--- config.mk ---
export PLATFORM = sky130hd
export DESIGN_NAME = delta_list_timer_queue
export DESIGN_NICKNAME = d
export VERILOG_FILES = /design/src/rtl/dltq_pkg.sv /design/src/rtl/delta_list_timer_queue.sv
export SDC_FILE = /design/constraint.sdc
export NUM_CORES = 2
export LEC_CHECK = 0
export ABC_AREA = 1
export BUFFER_PORTS_ARGS = -buffer_cell sky130_fd_sc_hd__buf_2
export CAP_MARGIN = 20
export CORE_MARGIN = 5
export CORE_UTILIZATION = 30
export CTS_BUF_LIST = sky130_fd_sc_hd__clkbuf_4
export DETAILED_ROUTE_END_ITERATION = 10
export PLACE_DENSITY = 0.45
export SYNTH_ARGS = -nofsm -noshare
export SYNTH_HDL_FRONTEND = slang
export SYNTH_SLANG_ARGS = --single-unit
--- constraint.sdc ---
create_clock -name clk_i -period 10.78 [get_ports clk_i]
set_clock_uncertainty 0.05 [all_clocks]
set_input_delay 1.078 -clock clk_i [delete_from_list [all_inputs] [get_ports clk_i]]
set_output_delay 1.078 -clock clk_i [all_outputs]
set_load 0.05 [all_outputs]
--- src/rtl/dltq_pkg.sv ---
// Shared constants, codes and payload types of the delta-list timer queue.
package dltq_pkg;

  localparam int NUM_SLOTS  = 8;
  localparam int TIME_WIDTH = 32;
  localparam int SLOT_W     = $clog2(NUM_SLOTS);
  localparam int CNT_W      = $clog2(NUM_SLOTS + 1);
  localparam int OUT_MAX    = 8;

  typedef enum logic [1:0] {
    MODE_TICK   = 2'd0,
    MODE_ADD    = 2'd1,
    MODE_CANCEL = 2'd2,
    MODE_NONE   = 2'd3
  } mode_e;

  typedef enum logic [2:0] {
    KIND_ADDED     = 3'd0,
    KIND_FULL      = 3'd1,
    KIND_CANCEL_OK = 3'd2,
    KIND_MISS      = 3'd3,
    KIND_FIRED     = 3'd4
  } kind_e;

  typedef struct packed {
    logic [1:0]  mode;
    logic [31:0] period;
    logic        periodic;
    logic [2:0]  handle;
  } in_item_t;

  typedef struct packed {
    logic [2:0] kind;
    logic [2:0] slot;
    logic       last;
  } out_item_t;

  typedef struct packed {
    kind_e             kind;
    logic [SLOT_W-1:0] slot;
  } res_t;

endpackage

--- src/rtl/delta_list_timer_queue.sv ---
// Delta-list timer queue: slot store, list sequencer and result buffer.
//
// Usage: one input channel (in_valid_i / in_stall_o / in_data_i) takes commands:
// tick, add timer, cancel timer. One output channel (out_valid_o / out_stall_i /
// out_data_o) returns result beats; the final beat of a command carries last.
// A beat moves at a rising edge with valid high and stall low.
// The block works on one command at a time and stalls its input until every
// result beat of that command has been taken.
// Cancel and a refused add give their beat in the cycle after acceptance.
// Add walks the delta list with one shared subtract-and-compare unit, one entry
// per cycle. Tick decrements the head, then pops one expired entry per step and
// closes the scan; each periodic entry is linked in again before the next pop.
// Then its fired beats follow, one per cycle while the receiver does not stall.
// A tick with nothing due gives no beat; it still runs the decrement and the scan.
// Ticks on an empty list and unused commands give no beat.
// When the receiver stalls, the current beat holds and the input stays stalled.
// Reset frees all slots and empties the list; no clearing pass is needed.
module delta_list_timer_queue
  import dltq_pkg::*;
(
  input  logic      clk_i,
  input  logic      rst_ni,
  input  logic      in_valid_i,
  output logic      in_stall_o,
  input  in_item_t  in_data_i,
  output logic      out_valid_o,
  input  logic      out_stall_i,
  output out_item_t out_data_o
);

  localparam logic [2:0] ST_IDLE   = 3'd0;
  localparam logic [2:0] ST_LSTART = 3'd1;
  localparam logic [2:0] ST_LWALK  = 3'd2;
  localparam logic [2:0] ST_LFIN   = 3'd3;
  localparam logic [2:0] ST_TDEC   = 3'd4;
  localparam logic [2:0] ST_TPOP   = 3'd5;
  localparam logic [2:0] ST_OUT    = 3'd6;

  // Slot store.
  logic [TIME_WIDTH-1:0] delta_q  [NUM_SLOTS];
  logic [TIME_WIDTH-1:0] delta_d  [NUM_SLOTS];
  logic [TIME_WIDTH-1:0] reload_q [NUM_SLOTS];
  logic [TIME_WIDTH-1:0] reload_d [NUM_SLOTS];
  logic [SLOT_W-1:0]     next_q   [NUM_SLOTS];
  logic [SLOT_W-1:0]     next_d   [NUM_SLOTS];
  logic [NUM_SLOTS-1:0]  has_next_q, has_next_d;
  logic [NUM_SLOTS-1:0]  in_use_q, in_use_d;
  logic [NUM_SLOTS-1:0]  per_q, per_d;
  logic [NUM_SLOTS-1:0]  canc_q, canc_d;
  logic [SLOT_W-1:0]     head_q, head_d;
  logic                  nonempty_q, nonempty_d;

  // Sequencer and working registers.
  logic [2:0]            state_q, state_d;
  logic [TIME_WIDTH-1:0] w_q, w_d;          // delta of the entry being linked in
  logic [SLOT_W-1:0]     ins_q, ins_d;      // slot being linked in
  logic [SLOT_W-1:0]     cur_q, cur_d;      // walk position
  logic                  from_tick_q, from_tick_d;
  logic [CNT_W-1:0]      iter_q, iter_d;    // expiry loop count
  logic [CNT_W-1:0]      cnt_q, cnt_d;      // results buffered
  logic [SLOT_W-1:0]     oidx_q, oidx_d;    // result being presented

  res_t                  buf_q [OUT_MAX];
  res_t                  buf_d [OUT_MAX];

  // Shared subtract-and-compare unit.
  logic [SLOT_W-1:0]     rd_addr;
  logic [TIME_WIDTH-1:0] rd_val;
  logic                  rd_gt;
  logic [TIME_WIDTH-1:0] diff_rw;
  logic [TIME_WIDTH-1:0] diff_wr;

  // Free-slot search and command decode.
  logic [SLOT_W-1:0]     free_slot;
  logic                  free_found;
  logic [TIME_WIDTH-1:0] add_period;
  logic [SLOT_W-1:0]     pop_slot;

  always_comb begin
    free_slot  = '0;
    free_found = 1'b0;
    for (int j = NUM_SLOTS - 1; j >= 0; j--) begin
      if (!in_use_q[j]) begin
        free_slot  = SLOT_W'(j);
        free_found = 1'b1;
      end
    end
  end

  assign add_period = (in_data_i.period == '0) ? TIME_WIDTH'(1) : TIME_WIDTH'(in_data_i.period);

  // The walk reads the successor of the current entry; every other step reads the head.
  assign rd_addr = (state_q == ST_LWALK) ? next_q[cur_q] : head_q;
  assign rd_val  = delta_q[rd_addr];
  assign rd_gt   = rd_val > w_q;
  assign diff_rw = rd_val - w_q;
  assign diff_wr = w_q - rd_val;
  assign pop_slot = head_q;

  always_comb begin
    delta_d     = delta_q;
    reload_d    = reload_q;
    next_d      = next_q;
    has_next_d  = has_next_q;
    in_use_d    = in_use_q;
    per_d       = per_q;
    canc_d      = canc_q;
    head_d      = head_q;
    nonempty_d  = nonempty_q;
    state_d     = state_q;
    w_d         = w_q;
    ins_d       = ins_q;
    cur_d       = cur_q;
    from_tick_d = from_tick_q;
    iter_d      = iter_q;
    cnt_d       = cnt_q;
    oidx_d      = '0;
    buf_d       = buf_q;

    unique case (state_q)
      ST_IDLE: begin
        if (in_valid_i) begin
          unique case (mode_e'(in_data_i.mode))
            MODE_ADD: begin
              cnt_d = CNT_W'(1);
              if (free_found) begin
                // Claim the lowest free slot, then link it in.
                in_use_d[free_slot] = 1'b1;
                reload_d[free_slot] = add_period;
                per_d[free_slot]    = in_data_i.periodic;
                canc_d[free_slot]   = 1'b0;
                w_d                 = add_period;
                ins_d               = free_slot;
                from_tick_d         = 1'b0;
                buf_d[0]            = '{kind: KIND_ADDED, slot: free_slot};
                state_d             = ST_LSTART;
              end else begin
                buf_d[0] = '{kind: KIND_FULL, slot: '0};
                state_d  = ST_OUT;
              end
            end
            MODE_CANCEL: begin
              cnt_d = CNT_W'(1);
              if (in_use_q[in_data_i.handle]) begin
                canc_d[in_data_i.handle] = 1'b1;
                buf_d[0] = '{kind: KIND_CANCEL_OK, slot: in_data_i.handle};
              end else begin
                buf_d[0] = '{kind: KIND_MISS, slot: in_data_i.handle};
              end
              state_d = ST_OUT;
            end
            MODE_TICK: begin
              if (nonempty_q) begin
                w_d     = TIME_WIDTH'(1);
                cnt_d   = '0;
                iter_d  = '0;
                state_d = ST_TDEC;
              end
            end
            default: begin
            end
          endcase
        end
      end

      ST_LSTART: begin
        has_next_d[ins_q] = 1'b0;
        next_d[ins_q]     = '0;
        if (!nonempty_q) begin
          head_d     = ins_q;
          nonempty_d = 1'b1;
          state_d    = ST_LFIN;
        end else if (rd_gt) begin
          // New entry goes in front of the head.
          delta_d[head_q]   = diff_rw;
          next_d[ins_q]     = head_q;
          has_next_d[ins_q] = 1'b1;
          head_d            = ins_q;
          state_d           = ST_LFIN;
        end else begin
          w_d     = diff_wr;
          cur_d   = head_q;
          state_d = ST_LWALK;
        end
      end

      ST_LWALK: begin
        if (!has_next_q[cur_q]) begin
          next_d[cur_q]     = ins_q;
          has_next_d[cur_q] = 1'b1;
          state_d           = ST_LFIN;
        end else if (rd_gt) begin
          delta_d[rd_addr]  = diff_rw;
          next_d[ins_q]     = rd_addr;
          has_next_d[ins_q] = 1'b1;
          next_d[cur_q]     = ins_q;
          state_d           = ST_LFIN;
        end else begin
          w_d   = diff_wr;
          cur_d = rd_addr;
        end
      end

      ST_LFIN: begin
        delta_d[ins_q] = w_q;
        state_d        = from_tick_q ? ST_TPOP : ST_OUT;
      end

      ST_TDEC: begin
        if (rd_val != '0) begin
          delta_d[head_q] = diff_rw;
        end
        state_d = ST_TPOP;
      end

      ST_TPOP: begin
        if (iter_q == CNT_W'(NUM_SLOTS) || !nonempty_q ||
            cnt_q == CNT_W'(OUT_MAX) || rd_val != '0) begin
          state_d = (cnt_q != '0) ? ST_OUT : ST_IDLE;
        end else begin
          iter_d = iter_q + CNT_W'(1);
          if (!canc_q[pop_slot]) begin
            buf_d[cnt_q[SLOT_W-1:0]] = '{kind: KIND_FIRED, slot: pop_slot};
            cnt_d = cnt_q + CNT_W'(1);
          end
          if (has_next_q[pop_slot]) begin
            head_d = next_q[pop_slot];
          end else begin
            nonempty_d = 1'b0;
          end
          if (per_q[pop_slot] && !canc_q[pop_slot]) begin
            // Re-arm with the full period.
            w_d         = reload_q[pop_slot];
            ins_d       = pop_slot;
            from_tick_d = 1'b1;
            state_d     = ST_LSTART;
          end else begin
            in_use_d[pop_slot]   = 1'b0;
            per_d[pop_slot]      = 1'b0;
            canc_d[pop_slot]     = 1'b0;
            has_next_d[pop_slot] = 1'b0;
            next_d[pop_slot]     = '0;
            delta_d[pop_slot]    = '0;
            reload_d[pop_slot]   = '0;
          end
        end
      end

      ST_OUT: begin
        oidx_d = oidx_q;
        if (!out_stall_i) begin
          if ({1'b0, oidx_q} == cnt_q - CNT_W'(1)) begin
            state_d = ST_IDLE;
            oidx_d  = '0;
          end else begin
            oidx_d = oidx_q + SLOT_W'(1);
          end
        end
      end

      default: begin
        state_d = ST_IDLE;
      end
    endcase
  end

  always_ff @(posedge clk_i or negedge rst_ni) begin
    if (!rst_ni) begin
      state_q     <= ST_IDLE;
      has_next_q  <= '0;
      in_use_q    <= '0;
      per_q       <= '0;
      canc_q      <= '0;
      head_q      <= '0;
      nonempty_q  <= 1'b0;
      from_tick_q <= 1'b0;
      iter_q      <= '0;
      cnt_q       <= '0;
      oidx_q      <= '0;
    end else begin
      state_q     <= state_d;
      has_next_q  <= has_next_d;
      in_use_q    <= in_use_d;
      per_q       <= per_d;
      canc_q      <= canc_d;
      head_q      <= head_d;
      nonempty_q  <= nonempty_d;
      from_tick_q <= from_tick_d;
      iter_q      <= iter_d;
      cnt_q       <= cnt_d;
      oidx_q      <= oidx_d;
    end
  end

  // Payload storage: every read is guarded by control state.
  always_ff @(posedge clk_i) begin
    delta_q  <= delta_d;
    reload_q <= reload_d;
    next_q   <= next_d;
    buf_q    <= buf_d;
    w_q      <= w_d;
    ins_q    <= ins_d;
    cur_q    <= cur_d;
  end

  assign in_stall_o      = (state_q != ST_IDLE);
  assign out_valid_o     = (state_q == ST_OUT);
  assign out_data_o.kind = buf_q[oidx_q].kind;
  assign out_data_o.slot = buf_q[oidx_q].slot;
  assign out_data_o.last = ({1'b0, oidx_q} == cnt_q - CNT_W'(1));

endmodule

# After elaboration in Yosys (flattened, before gate mapping)
# Cells that the tools add are included.
[classes] add_sub_neg=6 order_cmp=24 eq_ne=41 mux=196 bitwise_logic=30 reduce_logical=44
[op_table] cell="256-bit 2-to-1 mux" n=12
[op_table] cell="256-bit one-hot mux with 5 select lines" n=1
[op_table] cell="256-bit bitwise mux" n=4
[op_table] cell="32-bit 2-to-1 mux" n=17
[op_table] cell="256-bit AND" n=2
[op_table] cell="256-bit one-hot mux with 2 select lines" n=1
[op_table] cell="32-bit demux with 3-bit select" n=4
[op_table] cell="256-bit NOT" n=1
[op_table] cell="32-bit binary-select mux with 3-bit select" n=2
[op_table] cell="8-bit 2-to-1 mux" n=21
[op_table] cell="24-bit 2-to-1 mux" n=6
[op_table] cell="32-bit one-hot mux with 4 select lines" n=1
[op_table] cell="3-bit 2-to-1 mux" n=42
[op_table] cell="24-bit bitwise mux" n=4
[op_table] cell="48-bit 2-to-1 mux" n=2
[op_table] cell="24-bit one-hot mux with 3 select lines" n=1
[op_table] cell="32-bit one-hot mux with 2 select lines" n=1
[op_table] cell="8-bit one-hot mux with 2 select lines" n=4
[op_table] cell="32-bit subtractor" n=2
[op_table] cell="24-bit AND" n=2
[op_table] cell="8-bit AND" n=6
[op_table] cell="48-bit bitwise mux" n=1
[op_table] cell="24-bit NOT" n=2
[op_table] cell="8-bit OR" n=5
[op_table] cell="61 further kinds" n=197
[word_totals] ff_bits=673 in_bits=42 out_inout_bits=9

# Longest topological paths before layout
[depth] depth_word=18 mapped_depth=37

# Worst setup path after synthesis
# No wires, ideal clock.
[synth_timing] path_type="register to register" start="reg cur_q[0]" end="reg w_q[0] (enable)" setup_ns=0.432 t_arrival_ns=5.136 required_time_ns=10.298 setup_slack_ns=5.162 stages_incl_launch_ff=29 path_buffers=6 path_cell_list="edfxtp_1 > buf_4 > inv_2 > buf_4 > buf_6 > nand2_2 > nor2_1 > nor2_1 > nand3_1 > nand2_2 > nor2_4 > buf_2 > nand2_1 > nand2_1 > inv_1 > nand2_1 > inv_1 > ha_1 > clkbuf_1 > a21o_1 > nor2_1 > o21ai_1 > nand2_1 > nor3b_1 > o21bai_1 > nand2_1 > inv_1 > clkbuf_1 > a21oi_1"
[synth_via] elab_chain_cells=13
[synth_rtl] element="start: declaration" line_no="delta_list_timer_queue.sv:57" rtl="logic [SLOT_W-1:0] cur_q, cur_d;"
[synth_rtl] element="start signal: assignment" line_no="delta_list_timer_queue.sv:303" rtl="cur_q <= cur_d;"
[synth_rtl] element="3-bit NOT with 4-bit output (implied by the code)" line_no="delta_list_timer_queue.sv:93" rtl="assign rd_addr = (state_q == ST_LWALK) ? next_q[cur_q] : head_q;"
[synth_rtl] element="3-bit binary-select mux with 3-bit select" line_no="delta_list_timer_queue.sv:93"
[synth_rtl] element="3-bit 2-to-1 mux (implied by the code) (2 in series)" line_no="delta_list_timer_queue.sv:93"
[synth_rtl] element="3-bit 2-to-1 mux" line_no="delta_list_timer_queue.sv:93"
[synth_rtl] element="3-bit NOT with 4-bit output (implied by the code)" line_no="delta_list_timer_queue.sv:94" rtl="assign rd_val = delta_q[rd_addr];"
[synth_rtl] element="32-bit binary-select mux with 3-bit select" line_no="delta_list_timer_queue.sv:94"
[synth_rtl] element="32-bit 2-to-1 mux (implied by the code) (2 in series)" line_no="delta_list_timer_queue.sv:94"
[synth_rtl] element="32-bit nonzero test" line_no="delta_list_timer_queue.sv:218" rtl="cnt_q == CNT_W'(OUT_MAX) || rd_val != '0) begin"
[synth_rtl] element="1-bit logical OR" line_no="delta_list_timer_queue.sv:218"
[synth_rtl] element="2-bit inequality test (no line)"
[synth_rtl] element="9-bit AND reduction (no line) (*)"
[synth_rtl] element="end signal: assignment" line_no="delta_list_timer_queue.sv:301" rtl="w_q <= w_d;"
[synth_rtl] element="end: declaration" line_no="delta_list_timer_queue.sv:55" rtl="logic [TIME_WIDTH-1:0] w_q, w_d;"
# Mark *: on every way between the ends. The rest lies on a longest branch, timed or not. The select of a mux whose other input is x is not followed.
# A chain may end at the register's enable or synchronous reset.

# Worst setup path in the final report
[layout_timing] start="reg cur_q[0]" end="reg delta_q[201] (netlist name) (enable)"
[layout_via] elab_chain_cells=13
[layout_rtl] element="branches (longest 12 deep; another with 32-bit greater-than comparator)"
[layout_rtl] element="8-bit AND reduction (no line) (*)"
[layout_rtl] element="end signal: assignment" line_no="delta_list_timer_queue.sv:297" rtl="delta_q <= delta_d;"
[layout_rtl] element="end: declaration" line_no="delta_list_timer_queue.sv:40" rtl="logic [TIME_WIDTH-1:0] delta_q [NUM_SLOTS];"
# Mark *: on every way between the ends. The select of a mux whose other input is x is not followed.

==> impl_metrics.prom <==
# TYPE chip_impl_metric gauge
chip_impl_info{name="rsz0062_at_grt",value="false"} 1
chip_impl_info{name="setup.worst_path.end_class",value="flip-flop"} 1
chip_impl_metric{name="route.detailed.drc",unit=""} 0
chip_impl_metric{name="grt.total_usage",unit="%"} 26.3
chip_impl_metric{name="synth_edf_count",unit=""} 601
chip_impl_metric{name="dpl-instance-area",unit="um^2"} 48800
chip_impl_metric{name="timing_hold_violations_final",unit=""} 0
chip_impl_metric{name="timing.max_cap.violations",unit=""} 0
chip_impl_info{name="worst-setup-path-type",value="reg -> reg"} 1
chip_impl_metric{name="achievable-frequency",unit="GHz"} 0.119
chip_impl_metric{name="post-route-worst-setup-slack",unit="ns"} 2.38
chip_impl_metric{name="antenna_violations_before_repair",unit=""} 3
chip_impl_metric{name="synth.distinct_cells",unit=""} 54
chip_impl_metric{name="drive_gt1_share",unit="%"} 9.87
chip_impl_info{name="synth-main-ff-cell",value="sky130_fd_sc_hd__edfxtp_1"} 1
chip_impl_metric{name="insertion_delay",unit="ns"} 1.30
chip_impl_metric{name="ant_nets",unit=""} 0
chip_impl_metric{name="max_slew_violation_count",unit=""} 0
chip_impl_metric{name="place_congestion",unit=""} 0.910
chip_impl_metric{name="postCtsSetupBuffers",unit=""} 0
chip_impl_info{name="setup.worst_path.start_class",value="flip-flop"} 1
chip_impl_metric{name="grt_max_degree",unit=""} 133
chip_impl_metric{name="total_power",unit="mW"} 5.44
chip_impl_metric{name="mappedNetlistNets",unit=""} 6172
chip_impl_metric{name="nets",unit=""} 6106
chip_impl_metric{name="post_cts_resize_count",unit=""} 0
chip_impl_metric{name="cts_made_buffers",unit=""} 202
chip_impl_metric{name="max-vdd-ir-drop",unit="V"} 0.0000908
chip_impl_metric{name="globalRouteMet1Util",unit="%"} 36.7
chip_impl_metric{name="timing.max_slew.rel_slack",unit="%"} 20.8
chip_impl_info{name="clockRootBuffer",value="sky130_fd_sc_hd__clkbuf_4"} 1
chip_impl_metric{name="clockBufferDepth",unit=""} 3
chip_impl_metric{name="num_io_pins",unit=""} 51
chip_impl_metric{name="mappedNetlistArea",unit="um^2"} 46500
chip_impl_metric{name="grt_overflow_total",unit=""} 0
chip_impl_metric{name="synth-seq-area-share",unit="%"} 41.6
chip_impl_info{name="tritoncts",value="yes"} 1
chip_impl_metric{name="route.vias.total",unit=""} 47802
chip_impl_metric{name="setup_failing_eps_final",unit=""} 0
chip_impl_metric{name="place_worst_setup_slack",unit="ns"} 2.43
chip_impl_metric{name="placement.io_buffers",unit=""} 50
chip_impl_info{name="worst_path_most_repeated_cell",value="sky130_fd_sc_hd__nand2_1"} 1
chip_impl_metric{name="synth-warning-count",unit=""} 0
chip_impl_metric{name="critPathArrivalTime",unit="ns"} 9.28
chip_impl_metric{name="met3_grt_util",unit="%"} 4.73
chip_impl_metric{name="clkTransAtPathRegs",unit="ns"} 0.07
chip_impl_metric{name="post_synth.cell_area_avg",unit="um^2"} 7.67
chip_impl_metric{name="dieWidth",unit="um"} 404
chip_impl_metric{name="cp_data_required_time",unit="ns"} 11.66
chip_impl_metric{name="routed_wirelength",unit="um"} 223000
chip_impl_metric{name="dr.pass1.iters",unit=""} 6
chip_impl_info{name="worst_path_max_delay_cell",value="sky130_fd_sc_hd__o21a_2"} 1
chip_impl_metric{name="detail_route.vias_per_cell",unit=""} 5.84
chip_impl_metric{name="critPathMaxFanout",unit=""} 132
chip_impl_metric{name="setup_tns",unit="ns"} 0
chip_impl_info{name="outcome",value="completed"} 1
chip_impl_metric{name="floorplan.initialDensity",unit="%"} 30.2
chip_impl_metric{name="cp_slowest_stage_delay",unit="ns"} 0.93
chip_impl_info{name="hold_path_class",value="in -> reg"} 1
chip_impl_metric{name="synthToLayoutAreaGrowth",unit="%"} 10.4
chip_impl_metric{name="p_leak",unit="nW"} 20.8
chip_impl_info{name="grt.busiest_layer",value="met2"} 1
chip_impl_metric{name="floorplan.rows",unit=""} 144
chip_impl_metric{name="grt_first_pass_wirelength",unit="um"} 320000
chip_impl_metric{name="synth.ff_latch_count",unit=""} 652
chip_impl_metric{name="hold_slack",unit="ns"} 0.207
chip_impl_info{name="leading_cell_type_in_the_layout_fill_and_taps_excluded",value="sky130_fd_sc_hd__nand2_1"} 1
chip_impl_metric{name="die_area",unit="um^2"} 163000
chip_impl_metric{name="clock_sink_count",unit=""} 652
chip_impl_metric{name="cts.htree.levels",unit=""} 4
chip_impl_metric{name="fin_area",unit="um^2"} 51300
chip_impl_metric{name="avgRoutedWirePerCell",unit="um"} 27.3
chip_impl_metric{name="drt-initial-drc-count",unit=""} 5608
chip_impl_metric{name="dpl.hpwl",unit="um"} 137000
chip_impl_metric{name="syn-instance-count",unit=""} 6059
chip_impl_metric{name="synth-async-reset-ratio",unit="%"} 7.82
chip_impl_metric{name="final.period_utilization",unit="%"} 77.9
chip_impl_metric{name="floorplan.core_area",unit="um^2"} 154000
chip_impl_metric{name="timing_worst_slew_pin_value",unit="ns"} 1.19
chip_impl_metric{name="die_h",unit="um"} 404
chip_impl_metric{name="powerDensity",unit="nW/um^2"} 106
chip_impl_metric{name="number_of_global_route_vias_before_repair",unit=""} 44792
chip_impl_info{name="most-common-layout-cells",value="sky130_fd_sc_hd__nand2_1 (1366), sky130_fd_sc_hd__inv_1 (685), sky130_fd_sc_hd__edfxtp_1 (601)"} 1
chip_impl_metric{name="use_met2",unit="%"} 40.5
chip_impl_metric{name="fillerInstances",unit=""} 16485
chip_impl_metric{name="layout_min_cycle_time",unit="ns"} 8.40
chip_impl_metric{name="hold_buffers",unit=""} 1
[report_power, final]
group / leakage (nW) / internal (mW) / switching [mW]
clock: 1.48 / 1.25 / 1.28
sequential: 4.98 / 2.73 / 0.0117
combinational: 14.4 / 0.0423 / 0.119
total: 20.8 / 4.02 / 1.42
[path summary, 6_finish.rpt]
check,start,endpoint,slack [ns],depth (start not counted)
max,cur_q[0],delta_q[201],2.38,29
min,in_data_i[2],buf_q[44],0.21,3
max reg2reg,cur_q[0],delta_q[201],2.38,29
min reg2reg,per_q[2],per_q[2],0.44,2
max in group asynchronous,rst_ni,in_use_q[1],9.66,3
min in group asynchronous,rst_ni,cnt_q[3],0.41,3
[stage by stage]
stage | util [%] | cells
final | 33.3 | 8185
after global routing | 33.3 | 8182
after CTS | 33.3 | 8173
after detailed placement | 31.7 | 7832
after global placement | 31.6 | 7831
after floorplan | - | 6059
[final cells by class]
class	count	area (um^2)	share of cell area [%]
inverters	759	2860	5.58
clock buffers	289	2170	4.23
flip-flops and latches	652	19300	37.7
diodes	12	30.0	0.0586
repair buffers	177	1230	2.40
clock inverters	51	289	0.564
well taps	2044	2560	4.99
multi-input cells	4201	22800	44.5
[layer usage]
| layer | part of all wire, % | wire length (um) | vias to the layer above |
|---|---|---|---|
| li1 | - | - | 21570 |
| met1 | 44 | 97400 | 23303 |
| met2 | 44 | 98100 | 2465 |
| met3 | 8.6 | 19200 | 464 |
| met4 | 3.8 | 8410 | 0 |
| met5 | 0 | 0 | - |
[registers in the layout, summed over array words and instances, names as in the netlist, 3 cells and up, named ones only]
signal,count
iter_q,4
head_q,3
cnt_q,4
cur_q,3
in_use_q,8
reload_q,256
state_q,3
w_q,32
per_q,8
oidx_q,3
canc_q,8
buf_q,27
ins_q,3
delta_q,256
[critical path, delay by kind of cell, from the launching register on]
family	cells	cell delay, ns
flops	1	0.88
buf+inv	6	1.93
compound gates	3	1.31
fa+ha+maj	1	0.24
simple gates	19	3.49
[synthesized netlist by cell type (all sizes together) (49+ instances only)]
cell type | number | area (um^2)
o21ai | 555 | 2780
buf | 68 | 373
nand3b | 66 | 508
o221ai | 118 | 1030
nand4 | 55 | 344
a22oi | 74 | 556
nand2 | 1387 | 5250
ha | 69 | 863
inv | 710 | 2670
o22ai | 303 | 1900
nor2 | 352 | 1390
o2111ai | 165 | 1450
edfxtp | 601 | 18000
o211ai | 205 | 1540
dfrtp | 51 | 1280
nand3 | 122 | 616
clkbuf | 379 | 1420
clkinv | 49 | 184
a21oi | 497 | 2490
[kinds of logic after synthesis]
kind of cell             after synthesis  share of synthesized area, %
XOR/XNOR                              45                         0.848
flip-flops                           652                          41.6
AO/OA/AOI/OAI                       2044                          27.5
adder cells (fa/ha/maj)               71                          1.94
buffers and inverters               1206                          10.0
AND/OR/NAND/NOR                     2041                          18.2
No activity file was read; power rests on OpenSTA's default activity.
